File: src/tdpa_pkg.sv
// Shared constants, codes and interface types for the two-direction priority arbiter.
`default_nettype none

package tdpa_pkg;

    // Default sizes handed to the top level parameters.
    localparam int QUEUE_DEPTH_DEF = 16;
    localparam int ID_WIDTH_DEF    = 8;

    // Widest stored identifier the design supports.
    localparam int ID_MAX_W  = 16;
    // Width of the identifier reported on the result channel.
    localparam int ID_OUT_W  = 8;
    localparam int STATUS_W  = 2;
    localparam int CFG_W     = 4;
    localparam int RUN_W     = 4;
    localparam int NUM_QUEUES = 4;
    localparam int Q_W       = 2;

    // Command codes.
    localparam logic CMD_ARRIVE = 1'b0;
    localparam logic CMD_GRANT  = 1'b1;

    // Direction codes.
    localparam logic DIR_EAST = 1'b0;
    localparam logic DIR_WEST = 1'b1;

    // Result status codes.
    localparam logic [STATUS_W-1:0] ST_ENQ   = 2'd0;
    localparam logic [STATUS_W-1:0] ST_FULL  = 2'd1;
    localparam logic [STATUS_W-1:0] ST_GRANT = 2'd2;
    localparam logic [STATUS_W-1:0] ST_NONE  = 2'd3;

    localparam logic [RUN_W-1:0] RUN_MAX     = 4'd15;
    localparam logic [RUN_W-1:0] RUN_ONE     = 4'd1;
    localparam logic [CFG_W-1:0] LIMIT_RESET = 4'd2;

    // Commands from the controller to the datapath.
    typedef struct packed {
        logic capture;   // take the input transfer into the input registers
        logic exec;      // arbitrate or enqueue, update queue state
        logic load;      // move the finished result into the output register
    } t_dp_cmd;

    // Status from the datapath to the controller.
    typedef struct packed {
        logic out_free;  // output register can take a new result this cycle
    } t_dp_stat;

endpackage

`default_nettype wire

File: src/two_direction_priority_arbiter_top.sv
// Top level of the two-direction priority arbiter: controller, datapath and checks.
// Each item passes through capture, queue update with the memory access and result load
// before the next input transfer is taken; a stalled output holds the controller in its
// result state.
// Reset is synchronous and active low: queue pointers, fill counts, run count and grant
// history clear, and the starvation limit returns to two. The queue memory is not cleared.
`default_nettype none

module two_direction_priority_arbiter_top #(
    parameter int QUEUE_DEPTH = tdpa_pkg::QUEUE_DEPTH_DEF,
    parameter int ID_WIDTH    = tdpa_pkg::ID_WIDTH_DEF
) (
    input  wire                                i_clk,
    input  wire                                i_rst_n,
    // Configuration: starvation limit.
    input  wire                                i_cfg_we,
    input  wire  [tdpa_pkg::CFG_W-1:0]         i_cfg_wdata,
    // Input channel.
    input  wire                                i_valid,
    output logic                               o_stall,
    input  wire                                i_command,
    input  wire  [tdpa_pkg::ID_OUT_W-1:0]      i_requester_id,
    input  wire                                i_direction,
    input  wire                                i_high_priority,
    // Result channel.
    output logic                               o_valid,
    input  wire                                i_stall,
    output logic [tdpa_pkg::STATUS_W-1:0]      o_status,
    output logic [tdpa_pkg::ID_OUT_W-1:0]      o_granted_id,
    output logic                               o_granted_direction,
    output logic                               o_granted_high
);

    // The controller and datapath talk only through these two groups.
    tdpa_pkg::t_dp_cmd  dp_cmd;
    tdpa_pkg::t_dp_stat dp_stat;

    // The controller takes one transfer at a time and walks it through execution
    // and into the output register. The output register lets a new input transfer
    // be taken while the previous result still waits on the result channel.
    tdpa_ctrl u_ctrl (
        .i_clk   (i_clk),
        .i_rst_n (i_rst_n),
        .i_valid (i_valid),
        .o_stall (o_stall),
        .i_stat  (dp_stat),
        .o_cmd   (dp_cmd)
    );

    // The datapath holds the four queues in a single memory, one region per queue,
    // picks the winner among the queue heads, and keeps the run count that enforces
    // the starvation limit.
    tdpa_datapath #(
        .QUEUE_DEPTH (QUEUE_DEPTH),
        .ID_WIDTH    (ID_WIDTH)
    ) u_datapath (
        .i_clk               (i_clk),
        .i_rst_n             (i_rst_n),
        .i_cmd               (dp_cmd),
        .o_stat              (dp_stat),
        .i_cfg_we            (i_cfg_we),
        .i_cfg_wdata         (i_cfg_wdata),
        .i_command           (i_command),
        .i_requester_id      (i_requester_id),
        .i_direction         (i_direction),
        .i_high_priority     (i_high_priority),
        .i_stall             (i_stall),
        .o_valid             (o_valid),
        .o_status            (o_status),
        .o_granted_id        (o_granted_id),
        .o_granted_direction (o_granted_direction),
        .o_granted_high      (o_granted_high)
    );

    // A new result is only loaded when the output register is free.
    a_load_needs_room: assert property (@(posedge i_clk) disable iff (!i_rst_n)
        dp_cmd.load |-> dp_stat.out_free)
        else $error("result loaded over a pending result");

    // The controller issues at most one command per cycle.
    a_one_command: assert property (@(posedge i_clk) disable iff (!i_rst_n)
        $onehot0({dp_cmd.capture, dp_cmd.exec, dp_cmd.load}))
        else $error("more than one datapath command in a cycle");

    // After an input transfer the block holds off further input until the result is loaded.
    a_busy_after_transfer: assert property (@(posedge i_clk) disable iff (!i_rst_n)
        (i_valid && !o_stall) |=> (o_stall && dp_cmd.exec))
        else $error("input transfer not followed by execution");

    // Only a grant carries requester fields; every other result reports zeros.
    a_fields_zero: assert property (@(posedge i_clk) disable iff (!i_rst_n)
        (o_valid && (o_status != tdpa_pkg::ST_GRANT)) |->
            ((o_granted_id == '0) && !o_granted_direction && !o_granted_high))
        else $error("non-grant result carries requester fields");

endmodule

`default_nettype wire

File: src/tdpa_ctrl.sv
// Controller state machine sequencing capture, execution and result load.
`default_nettype none

module tdpa_ctrl (
    input  wire                  i_clk,
    input  wire                  i_rst_n,
    input  wire                  i_valid,
    output logic                 o_stall,
    input  tdpa_pkg::t_dp_stat   i_stat,
    output tdpa_pkg::t_dp_cmd    o_cmd
);

    localparam logic [1:0] S_IDLE   = 2'd0;
    localparam logic [1:0] S_EXEC   = 2'd1;
    localparam logic [1:0] S_RESULT = 2'd2;

    logic [1:0] r_state;
    logic [1:0] n_state;

    always_comb begin
        n_state = r_state;
        unique case (r_state)
            S_IDLE: begin
                if (i_valid) begin
                    n_state = S_EXEC;
                end
            end
            S_EXEC: begin
                n_state = S_RESULT;
            end
            S_RESULT: begin
                if (i_stat.out_free) begin
                    n_state = S_IDLE;
                end
            end
            default: begin
                n_state = S_IDLE;
            end
        endcase
    end

    always_ff @(posedge i_clk) begin
        if (!i_rst_n) begin
            r_state <= S_IDLE;
        end else begin
            r_state <= n_state;
        end
    end

    assign o_stall       = (r_state != S_IDLE);
    assign o_cmd.capture = (r_state == S_IDLE) && i_valid;
    assign o_cmd.exec    = (r_state == S_EXEC);
    assign o_cmd.load    = (r_state == S_RESULT) && i_stat.out_free;

endmodule

`default_nettype wire

File: src/tdpa_datapath.sv
// Datapath: four requester queues in one memory, arbitration, run count and output register.
`default_nettype none

module tdpa_datapath #(
    parameter int QUEUE_DEPTH = tdpa_pkg::QUEUE_DEPTH_DEF,
    parameter int ID_WIDTH    = tdpa_pkg::ID_WIDTH_DEF
) (
    input  wire                                i_clk,
    input  wire                                i_rst_n,
    input  tdpa_pkg::t_dp_cmd                  i_cmd,
    output tdpa_pkg::t_dp_stat                 o_stat,
    input  wire                                i_cfg_we,
    input  wire  [tdpa_pkg::CFG_W-1:0]         i_cfg_wdata,
    input  wire                                i_command,
    input  wire  [tdpa_pkg::ID_OUT_W-1:0]      i_requester_id,
    input  wire                                i_direction,
    input  wire                                i_high_priority,
    input  wire                                i_stall,
    output logic                               o_valid,
    output logic [tdpa_pkg::STATUS_W-1:0]      o_status,
    output logic [tdpa_pkg::ID_OUT_W-1:0]      o_granted_id,
    output logic                               o_granted_direction,
    output logic                               o_granted_high
);

    localparam int PTR_W     = (QUEUE_DEPTH > 1) ? $clog2(QUEUE_DEPTH) : 1;
    localparam int FILL_W    = $clog2(QUEUE_DEPTH + 1);
    localparam int MEM_DEPTH = tdpa_pkg::NUM_QUEUES * QUEUE_DEPTH;
    localparam int ADDR_W    = $clog2(MEM_DEPTH);
    localparam int Q_W       = tdpa_pkg::Q_W;

    // Input registers.
    logic                r_cmd;
    logic [ID_WIDTH-1:0] r_id;
    logic                r_dir;
    logic                r_high;

    // Queue bookkeeping.
    logic [PTR_W-1:0]  r_head [tdpa_pkg::NUM_QUEUES];
    logic [PTR_W-1:0]  r_tail [tdpa_pkg::NUM_QUEUES];
    logic [FILL_W-1:0] r_fill [tdpa_pkg::NUM_QUEUES];

    // Arbitration history and configuration.
    logic                        r_have_last;
    logic                        r_last_dir;
    logic [tdpa_pkg::RUN_W-1:0]  r_run;
    logic [tdpa_pkg::CFG_W-1:0]  r_limit;

    // Queue memory and its registered read port.
    logic [ID_WIDTH-1:0] r_mem [MEM_DEPTH];
    logic [ID_WIDTH-1:0] r_rd_data;

    // Result staged between execution and output load.
    logic [tdpa_pkg::STATUS_W-1:0] r_res_status;
    logic                          r_res_dir;
    logic                          r_res_high;

    // Output register.
    logic                          r_out_valid;
    logic [tdpa_pkg::STATUS_W-1:0] r_o_status;
    logic [tdpa_pkg::ID_OUT_W-1:0] r_o_id;
    logic                          r_o_dir;
    logic                          r_o_high;

    logic [tdpa_pkg::ID_MAX_W-1:0] id_wide;
    logic [tdpa_pkg::ID_MAX_W-1:0] rd_wide;
    logic [Q_W-1:0]                q_arr;
    logic [Q_W-1:0]                q_win;
    logic [tdpa_pkg::NUM_QUEUES-1:0] has;
    logic                          east_any;
    logic                          west_any;
    logic                          win_dir;
    logic                          win_high;
    logic                          arr_full;
    logic                          grant_hit;
    logic                          mem_we;
    logic                          mem_re;
    logic [ADDR_W-1:0]             waddr;
    logic [ADDR_W-1:0]             raddr;

    assign id_wide = tdpa_pkg::ID_MAX_W'(i_requester_id);
    assign rd_wide = tdpa_pkg::ID_MAX_W'(r_rd_data);

    always_comb begin
        for (int i = 0; i < tdpa_pkg::NUM_QUEUES; i++) begin
            has[i] = (r_fill[i] != '0);
        end
    end

    // Queue number is direction times two plus the high priority bit.
    assign q_arr    = {r_dir, r_high};
    assign east_any = has[1] | has[0];
    assign west_any = has[3] | has[2];
    assign arr_full = (r_fill[q_arr] == FILL_W'(QUEUE_DEPTH));

    always_comb begin
        if (!east_any) begin
            win_dir = tdpa_pkg::DIR_WEST;
        end else if (!west_any) begin
            win_dir = tdpa_pkg::DIR_EAST;
        end else if (r_have_last && (r_run >= r_limit)) begin
            // The run in one direction is at the limit: serve the other one.
            win_dir = ~r_last_dir;
        end else if (has[1] != has[3]) begin
            win_dir = has[3] ? tdpa_pkg::DIR_WEST : tdpa_pkg::DIR_EAST;
        end else if (r_have_last) begin
            win_dir = ~r_last_dir;
        end else begin
            win_dir = tdpa_pkg::DIR_WEST;
        end
    end

    assign win_high  = win_dir ? has[3] : has[1];
    assign q_win     = {win_dir, win_high};
    assign grant_hit = (r_cmd == tdpa_pkg::CMD_GRANT) && (east_any || west_any);

    assign mem_we = i_cmd.exec && (r_cmd == tdpa_pkg::CMD_ARRIVE) && !arr_full;
    assign mem_re = i_cmd.exec && grant_hit;
    assign waddr  = ADDR_W'(q_arr) * ADDR_W'(QUEUE_DEPTH) + ADDR_W'(r_tail[q_arr]);
    assign raddr  = ADDR_W'(q_win) * ADDR_W'(QUEUE_DEPTH) + ADDR_W'(r_head[q_win]);

    always_ff @(posedge i_clk) begin
        if (mem_we) begin
            r_mem[waddr] <= r_id;
        end
        if (mem_re) begin
            r_rd_data <= r_mem[raddr];
        end
    end

    always_ff @(posedge i_clk) begin
        if (i_cmd.capture) begin
            r_cmd  <= i_command;
            r_id   <= id_wide[ID_WIDTH-1:0];
            r_dir  <= i_direction;
            r_high <= i_high_priority;
        end
    end

    always_ff @(posedge i_clk) begin
        if (!i_rst_n) begin
            for (int i = 0; i < tdpa_pkg::NUM_QUEUES; i++) begin
                r_head[i] <= '0;
                r_tail[i] <= '0;
                r_fill[i] <= '0;
            end
            r_have_last <= 1'b0;
            r_last_dir  <= tdpa_pkg::DIR_EAST;
            r_run       <= '0;
        end else begin
            for (int i = 0; i < tdpa_pkg::NUM_QUEUES; i++) begin
                if (mem_we && (q_arr == Q_W'(i))) begin
                    r_tail[i] <= (r_tail[i] == PTR_W'(QUEUE_DEPTH - 1)) ? '0 : r_tail[i] + 1'b1;
                    r_fill[i] <= r_fill[i] + 1'b1;
                end
                if (mem_re && (q_win == Q_W'(i))) begin
                    r_head[i] <= (r_head[i] == PTR_W'(QUEUE_DEPTH - 1)) ? '0 : r_head[i] + 1'b1;
                    r_fill[i] <= r_fill[i] - 1'b1;
                end
            end
            if (mem_re) begin
                if (r_have_last && (win_dir == r_last_dir)) begin
                    if (r_run != tdpa_pkg::RUN_MAX) begin
                        r_run <= r_run + 1'b1;
                    end
                end else begin
                    r_run       <= tdpa_pkg::RUN_ONE;
                    r_last_dir  <= win_dir;
                    r_have_last <= 1'b1;
                end
            end
        end
    end

    always_ff @(posedge i_clk) begin
        if (!i_rst_n) begin
            r_limit <= tdpa_pkg::LIMIT_RESET;
        end else if (i_cfg_we) begin
            r_limit <= i_cfg_wdata;
        end
    end

    always_ff @(posedge i_clk) begin
        if (i_cmd.exec) begin
            if (r_cmd == tdpa_pkg::CMD_ARRIVE) begin
                r_res_status <= arr_full ? tdpa_pkg::ST_FULL : tdpa_pkg::ST_ENQ;
            end else begin
                r_res_status <= grant_hit ? tdpa_pkg::ST_GRANT : tdpa_pkg::ST_NONE;
            end
            r_res_dir  <= grant_hit & win_dir;
            r_res_high <= grant_hit & win_high;
        end
    end

    always_ff @(posedge i_clk) begin
        if (!i_rst_n) begin
            r_out_valid <= 1'b0;
        end else if (i_cmd.load) begin
            r_out_valid <= 1'b1;
        end else if (!i_stall) begin
            r_out_valid <= 1'b0;
        end
    end

    always_ff @(posedge i_clk) begin
        if (i_cmd.load) begin
            r_o_status <= r_res_status;
            r_o_id     <= (r_res_status == tdpa_pkg::ST_GRANT) ?
                          rd_wide[tdpa_pkg::ID_OUT_W-1:0] : '0;
            r_o_dir    <= r_res_dir;
            r_o_high   <= r_res_high;
        end
    end

    assign o_stat.out_free     = !r_out_valid || !i_stall;
    assign o_valid             = r_out_valid;
    assign o_status            = r_o_status;
    assign o_granted_id        = r_o_id;
    assign o_granted_direction = r_o_dir;
    assign o_granted_high      = r_o_high;

endmodule

`default_nettype wire

File: config.mk
export PLATFORM = sky130hd
export DESIGN_NAME = two_direction_priority_arbiter_top
export DESIGN_NICKNAME = d
export VERILOG_FILES = /design/src/tdpa_pkg.sv /design/src/two_direction_priority_arbiter_top.sv /design/src/tdpa_ctrl.sv /design/src/tdpa_datapath.sv
export SDC_FILE = /design/constraint.sdc
export NUM_CORES = 1
export LEC_CHECK = 0
export ABC_AREA = 1
export BUFFER_PORTS_ARGS = -buffer_cell sky130_fd_sc_hd__buf_4
export CAP_MARGIN = 20
export CORE_MARGIN = 2
export CORE_UTILIZATION = 35
export CTS_BUF_LIST = sky130_fd_sc_hd__clkbuf_4
export CTS_CLUSTER_DIAMETER = 80
export DETAILED_ROUTE_END_ITERATION = 8
export SLEW_MARGIN = 20
export SYNTH_ARGS = -nofsm -noshare
export SYNTH_HDL_FRONTEND = slang
export SYNTH_SLANG_ARGS = --single-unit
File: constraint.sdc
create_clock -name i_clk -period 3.5 [get_ports i_clk]
set_input_delay 0.175 -clock i_clk [delete_from_list [all_inputs] [get_ports i_clk]]
set_output_delay 0.175 -clock i_clk [all_outputs]
set_load 0.05 [all_outputs]
; Word level (Yosys, flattened, before mapping)
; Memory sizes are Yosys's and may differ from the RTL's. A register that Yosys moved wholly into a read port is not among the register bits.
; Cells that the tools add are included.
[op_classes]
n_eq_ne = 25
addsub = 19
reduce_logical = 32
bitwise_logic = 23
n_lt_le_gt_ge = 1
muxes = 70
[ops]
columns = cell, count
row1 = 2-to-1 mux 4 bit, 18
row2 = 2-to-1 mux 5 bit, 8
row3 = 2-to-1 mux 1 bit, 38
row4 = adder 4 x 1 -> 4 bit (second input constant), 9
row5 = == test 4 bit (second input constant), 8
row6 = adder 5 x 1 -> 5 bit (second input constant), 4
row7 = nonzero test 5 bit, 4
row8 = subtractor 5 x 1 -> 5 bit (second input constant), 4
row9 = OR 1 bit, 18
row10 = logical AND 1 bit, 16
row11 = adder 6 x 4 -> 6 bit, 2
row12 = == test 2 bit (second input constant), 6
row13 = 2-to-1 mux 2 bit, 5
row14 = == test 2 x 1 -> 1 bit (second input constant), 3
row15 = logical NOT 2 bit, 3
row16 = case mux 2 bit (3 select lines), 1
row17 = AND reduction 2 bit, 3
row18 = == test 5 bit (second input constant), 1
row19 = greater-or-equal comparator 4 bit, 1
row20 = inequality test 2 x 1 -> 1 bit (second input constant), 2
row21 = inequality test 2 bit (second input constant), 2
row22 = inequality test 4 bit (second input constant), 1
row23 = logical NOT 1 bit, 3
row24 = NOT 1 bit, 3
row25 = 5 further kinds, 7
[totals]
input_bits = 20
ff_bits = 40
mem_count = 4
output_inout_bits = 14
word_cells = 191
mem_bits_rw = 564
[memory_table]
columns = memory, words, width, read_ports, rd_clocked_by_memory_dff, wr, line
row1 = u_datapath.r_mem, 64, 8, 1, 1, 1, tdpa_datapath.sv:50  ; logic [ID_WIDTH-1:0] r_mem [MEM_DEPTH];
row2 = u_datapath.r_fill, 4, 5, 5, 1, 4, tdpa_datapath.sv:41  ; logic [FILL_W-1:0] r_fill [tdpa_pkg::NUM_QUEUES];
row3 = u_datapath.r_head, 4, 4, 5, 0, 4, tdpa_datapath.sv:39  ; logic [PTR_W-1:0] r_head [tdpa_pkg::NUM_QUEUES];
row4 = u_datapath.r_tail, 4, 4, 5, 1, 4, tdpa_datapath.sv:40  ; logic [PTR_W-1:0] r_tail [tdpa_pkg::NUM_QUEUES];

; Logic depth before layout (Yosys ltp)
; An unclocked memory read counts as a cell.
[logic_depth]
depth_word = 14
ltp_mapped = 28
depth_no_buf = 25

; Hierarchy
; From an unflattened synthesis, not the netlist that was laid out.
[unflattened]
cells_unflattened = 2627
hier_area_um2 = 27760.4
[modules_own_cells]
columns = mod, instances, area_per_inst_um2, seq_area_each_um2, cells_each
row1 = tdpa_datapath, 1, 27647.8, 18247.5, 2611
row2 = tdpa_ctrl, 1, 112.6, 40.0, 16

; Least setup slack after synthesis
; Ideal clock, no wire load.
[synth_timing]
kind = register to register
startpoint = memory u_datapath.r_fill[1][1] (netlist name)
endpoint = memory u_datapath.r_fill[1][4] (netlist name) (data pin)
path_buffers = 0
period_less_slack_ns = 3.427
stages_incl_launch_ff = 22
slack_ns = 0.073
setup_time_ns = 0.263
t_arrival_ns = 3.164
required_ns = 3.237
cell_sequence = edfxtp_1 -> inv_1 -> nand4_1 -> clkinv_1 -> nand4_1 -> inv_1 -> nand2_1 -> nand2_1 -> nor2_1 -> inv_1 -> nor2_1 -> inv_1 -> nor2_1 -> inv_1 -> nor2_2 -> inv_1 -> fa_1 -> o21ai_0 -> a21oi_1 -> xor2_1 -> nand2_1 -> o21ai_0
[synth_rtl]
columns = element, line
row1 = start: declaration, tdpa_datapath.sv:41

==> impl_metrics.py <==
metrics = {
    "status": {
        "status": "complete, no violations",
    },
    "synth": {
        "synth_top_family_by_area": "simple AND/OR/NAND/NOR gates",
        "synth_xor_area_share_pct": 0.819,
        "synth_fp_nets": 2682,
        "ys_seq_area_share_pct": 65.8,
        "ys_ff_latch": 614,
        "ys_types": 37,
        "yosys_warnings": 0,
        "syn_avg_cell_area_um2": 10.6,
        "muxShareOfSynthArea_pct": 0,
        "synthSimpleGateAreaFrac_pct": 23.8,
        "synth-compound-area-share_pct": 1.20,
        "synthAdderAreaFrac_pct": 1.34,
        "syn_area_um2": 27800,
        "synthCells": 2634,
    },
    "worst_setup_path": {
        "worst_path_max_delay_cell": "edfxtp_1",
        "critPathBufInv": 6,
        "crit_required_ns": 4.27,
        "startpoint_type": "flop",
        "endpoint_kind": "flop",
        "cp_slowest_stage_delay_ns": 0.39,
        "arrival_ns": 4.09,
        "critical_path.top_delay_family": "simple AND/OR/NAND/NOR gates",
        "crit_top_cell": "nand2_1",
        "crit_fanout": 8,
        "crit_type": "flop to flop",
    },
    "grt": {
        "grt_pass1_wl_um": 116000,
        "grt_use_total_pct": 18.6,
        "overflow": 0,
        "antenna_found_initial": 2,
        "grt_max_degree": 65,
        "grt_pass1_vias": 20188,
    },
    "finish": {
        "final_cell_mix": "edfxtp_1 (599), nand2_1 (582), nand3_1 (558)",
        "multiInputGateArea_um2": 7670,
        "final_cells": 4112,
        "post-route-cell-area_um2": 33400,
        "n_fill_cell": 7627,
        "seqCellArea_um2": 18300,
        "area_delta_synth_final_pct": 20.2,
        "final_common_cell": "edfxtp_1",
        "drive_above_1_share_pct": 17.4,
        "fin_nets": 2973,
    },
    "sta": {
        "fmax_ghz": 0.300,
        "tightest_slew_ns": 0.960,
        "min_period_over_period_pct": 95.1,
        "clock_skew_ns": 0.0875,
        "hold_viol_final": 0,
        "hold-worst-slack_ns": 0.107,
        "period_minus_slack_ns": 3.33,
        "slew_headroom_pct": 36.0,
        "maxSlewViolCount": 0,
        "setup_violations": 0,
        "tns_ns": 0,
        "finalWorstSetupSlack_ns": 0.172,
    },
    "clocking": {
        "cts.clk_slew.worst_paths_ns": 0.06,
        "root_buffer": "clkbuf_4",
        "htreeDepth": 4,
        "cts.sinks": 614,
        "cts_tree": "yes",
        "cts_made_buffers": 166,
        "clock_latency_ns": 1.07,
        "cts_buffer_depth": 3,
    },
    "placement": {
        "post_dp_cell_area_um2": 30000,
        "gp_congestion": 0.805,
        "place_inst": 3727,
        "hpwl_um": 44500,
        "numPortBuffers": 33,
        "post-place-ws_ns": -0.0975,
    },
    "flow_run": {
        "maxCapViolations": 0,
    },
    "drt": {
        "antenna_left": 0,
        "wl_per_cell_um": 19.0,
        "vias": 20469,
        "firstDrtPassIters": 5,
        "dr.first_iter.drc_count": 1986,
        "wirelength_um": 78300,
        "drc": 0,
        "via_per_inst": 4.98,
    },
    "floorplanning": {
        "die_area_um2": 81700,
        "rows": 103,
        "core_um2": 78900,
        "die_w_um": 286,
        "die_h_um": 286,
        "io_pins": 34,
        "floorplan.initialDensity_pct": 35.2,
    },
    "power_and_ir_drop": {
        "p_leak_nw": 13.6,
        "ir_drop_v": 0.000377,
        "pwr_density_cell_nw_per_um2": 527,
    },
    "min_path": {
        "worstHoldPathType": "input port to flop",
    },
}
stage by stage:
stage,total power (W),util [%]
final,0.0176,42.3
after global routing,0.0184,42.3
after CTS,0.0175,41.5
after detailed placement,0.0107,38.0
after global placement,0.0107,38.0
after floorplan,0.00985,-
cell type report:
type / count / area share, %
antenna: 6 / 0.0450
sequential: 614 / 54.8
clock buffer: 262 / 5.89
inverter: 324 / 3.68
timing repair buffer: 260 / 7.84
tap: 1050 / 3.93
multi-input combinational: 1558 / 23.0
timing repair inverter: 1 / 0.0225
clock inverter: 37 / 0.862
routing by layer:
metal  global-route usage, %  routed length (µm)  part of all wire [%]  up-vias
met5                       0                   0                     0        -
met4                    8.00                2410                   3.1        0
met3                    3.93                6120                   7.8      141
met2                    29.9               37000                    47      838
met1                    24.2               32800                    42     9836
li1                        -                   -                     -     9654
registers in the layout, summed over array words and instances (netlist names), 8 cells and up, named ones only:
| name | cells |
|---|---|
| u_datapath.r_mem | 512 |
| u_datapath.r_rd_data | 8 |
| u_datapath.r_id | 8 |
| u_datapath.r_fill | 20 |
| u_datapath.o_granted_id | 8 |
| u_datapath.r_head | 16 |
| u_datapath.r_tail | 16 |
final timing paths:
path	depth (start not counted)	slack (ns)	end	start
worst min register to register	0	0.42	u_datapath.o_granted_high	u_datapath.r_res_high
worst max-delay path	26	0.17	u_datapath.r_rd_data[0]	u_datapath.r_fill[3][0]
worst min-delay path	4	0.11	u_datapath.r_last_dir	i_rst_n
worst max register to register	26	0.17	u_datapath.r_rd_data[0]	u_datapath.r_fill[3][0]
tightest hold or removal path: cells and delay by family:
kind / cells / cell delay (ns)
buffers and inverters: 3 / 0.78
AO/OA/AOI/OAI: 1 / 0.11
cell families (layout without fill, tap and decap cells):
family,Yosys count,count (layout)
xor+xnor,26,26
simple gates,1442,1444
flops,614,614
buf+inv,464,884
compound gates,60,60
other cells,0,6
fa+ha+maj,28,28
repair_timing:
| action | in CTS | in global routing |
|---|---|---|
| pin swaps | 1 | 4 |
| cloned | 2 | 11 |
| endpoints found under the hold margin | 101 | 0 |
| hold buffers | 45 | 0 |
| setup endpoints to repair | 8 | 11 |
| gates resized for setup | 4 | 38 |
| setup buffers | 0 | 22 |
synth_stat cells (all sizes together):
cell,instances,area [µm²]
nor3,3,15.0
a32oi,3,26.3
nor4,1,6.26
nor2,157,599
nand2,588,2220
nand4,12,75.1
nor3b,3,22.5
a21oi,29,153
clkinv,4,16.3
o22ai,1,6.26
buf,132,714
xor2,17,149
a31oi,2,12.5
o31ai,1,7.51
or2,8,50.1
o211ai,2,15.0
ha,25,313
a221oi,1,8.76
edfxtp,599,18000
nand3b,106,796
inv,320,1200
fa,3,60.1
xnor2,9,78.8
dfxtp,15,300
clkbuf,8,30.0
o21ai,21,105
nand3,564,2830
power by group:
| part | switching, W | internal [W] |
|---|---|---|
| logic | 0.00179 | 0.000878 |
| registers | 0.0000524 | 0.00816 |
| clock network | 0.00303 | 0.00369 |
| total | 0.00488 | 0.0127 |
Note: power is estimated with default switching activity, not from simulation.
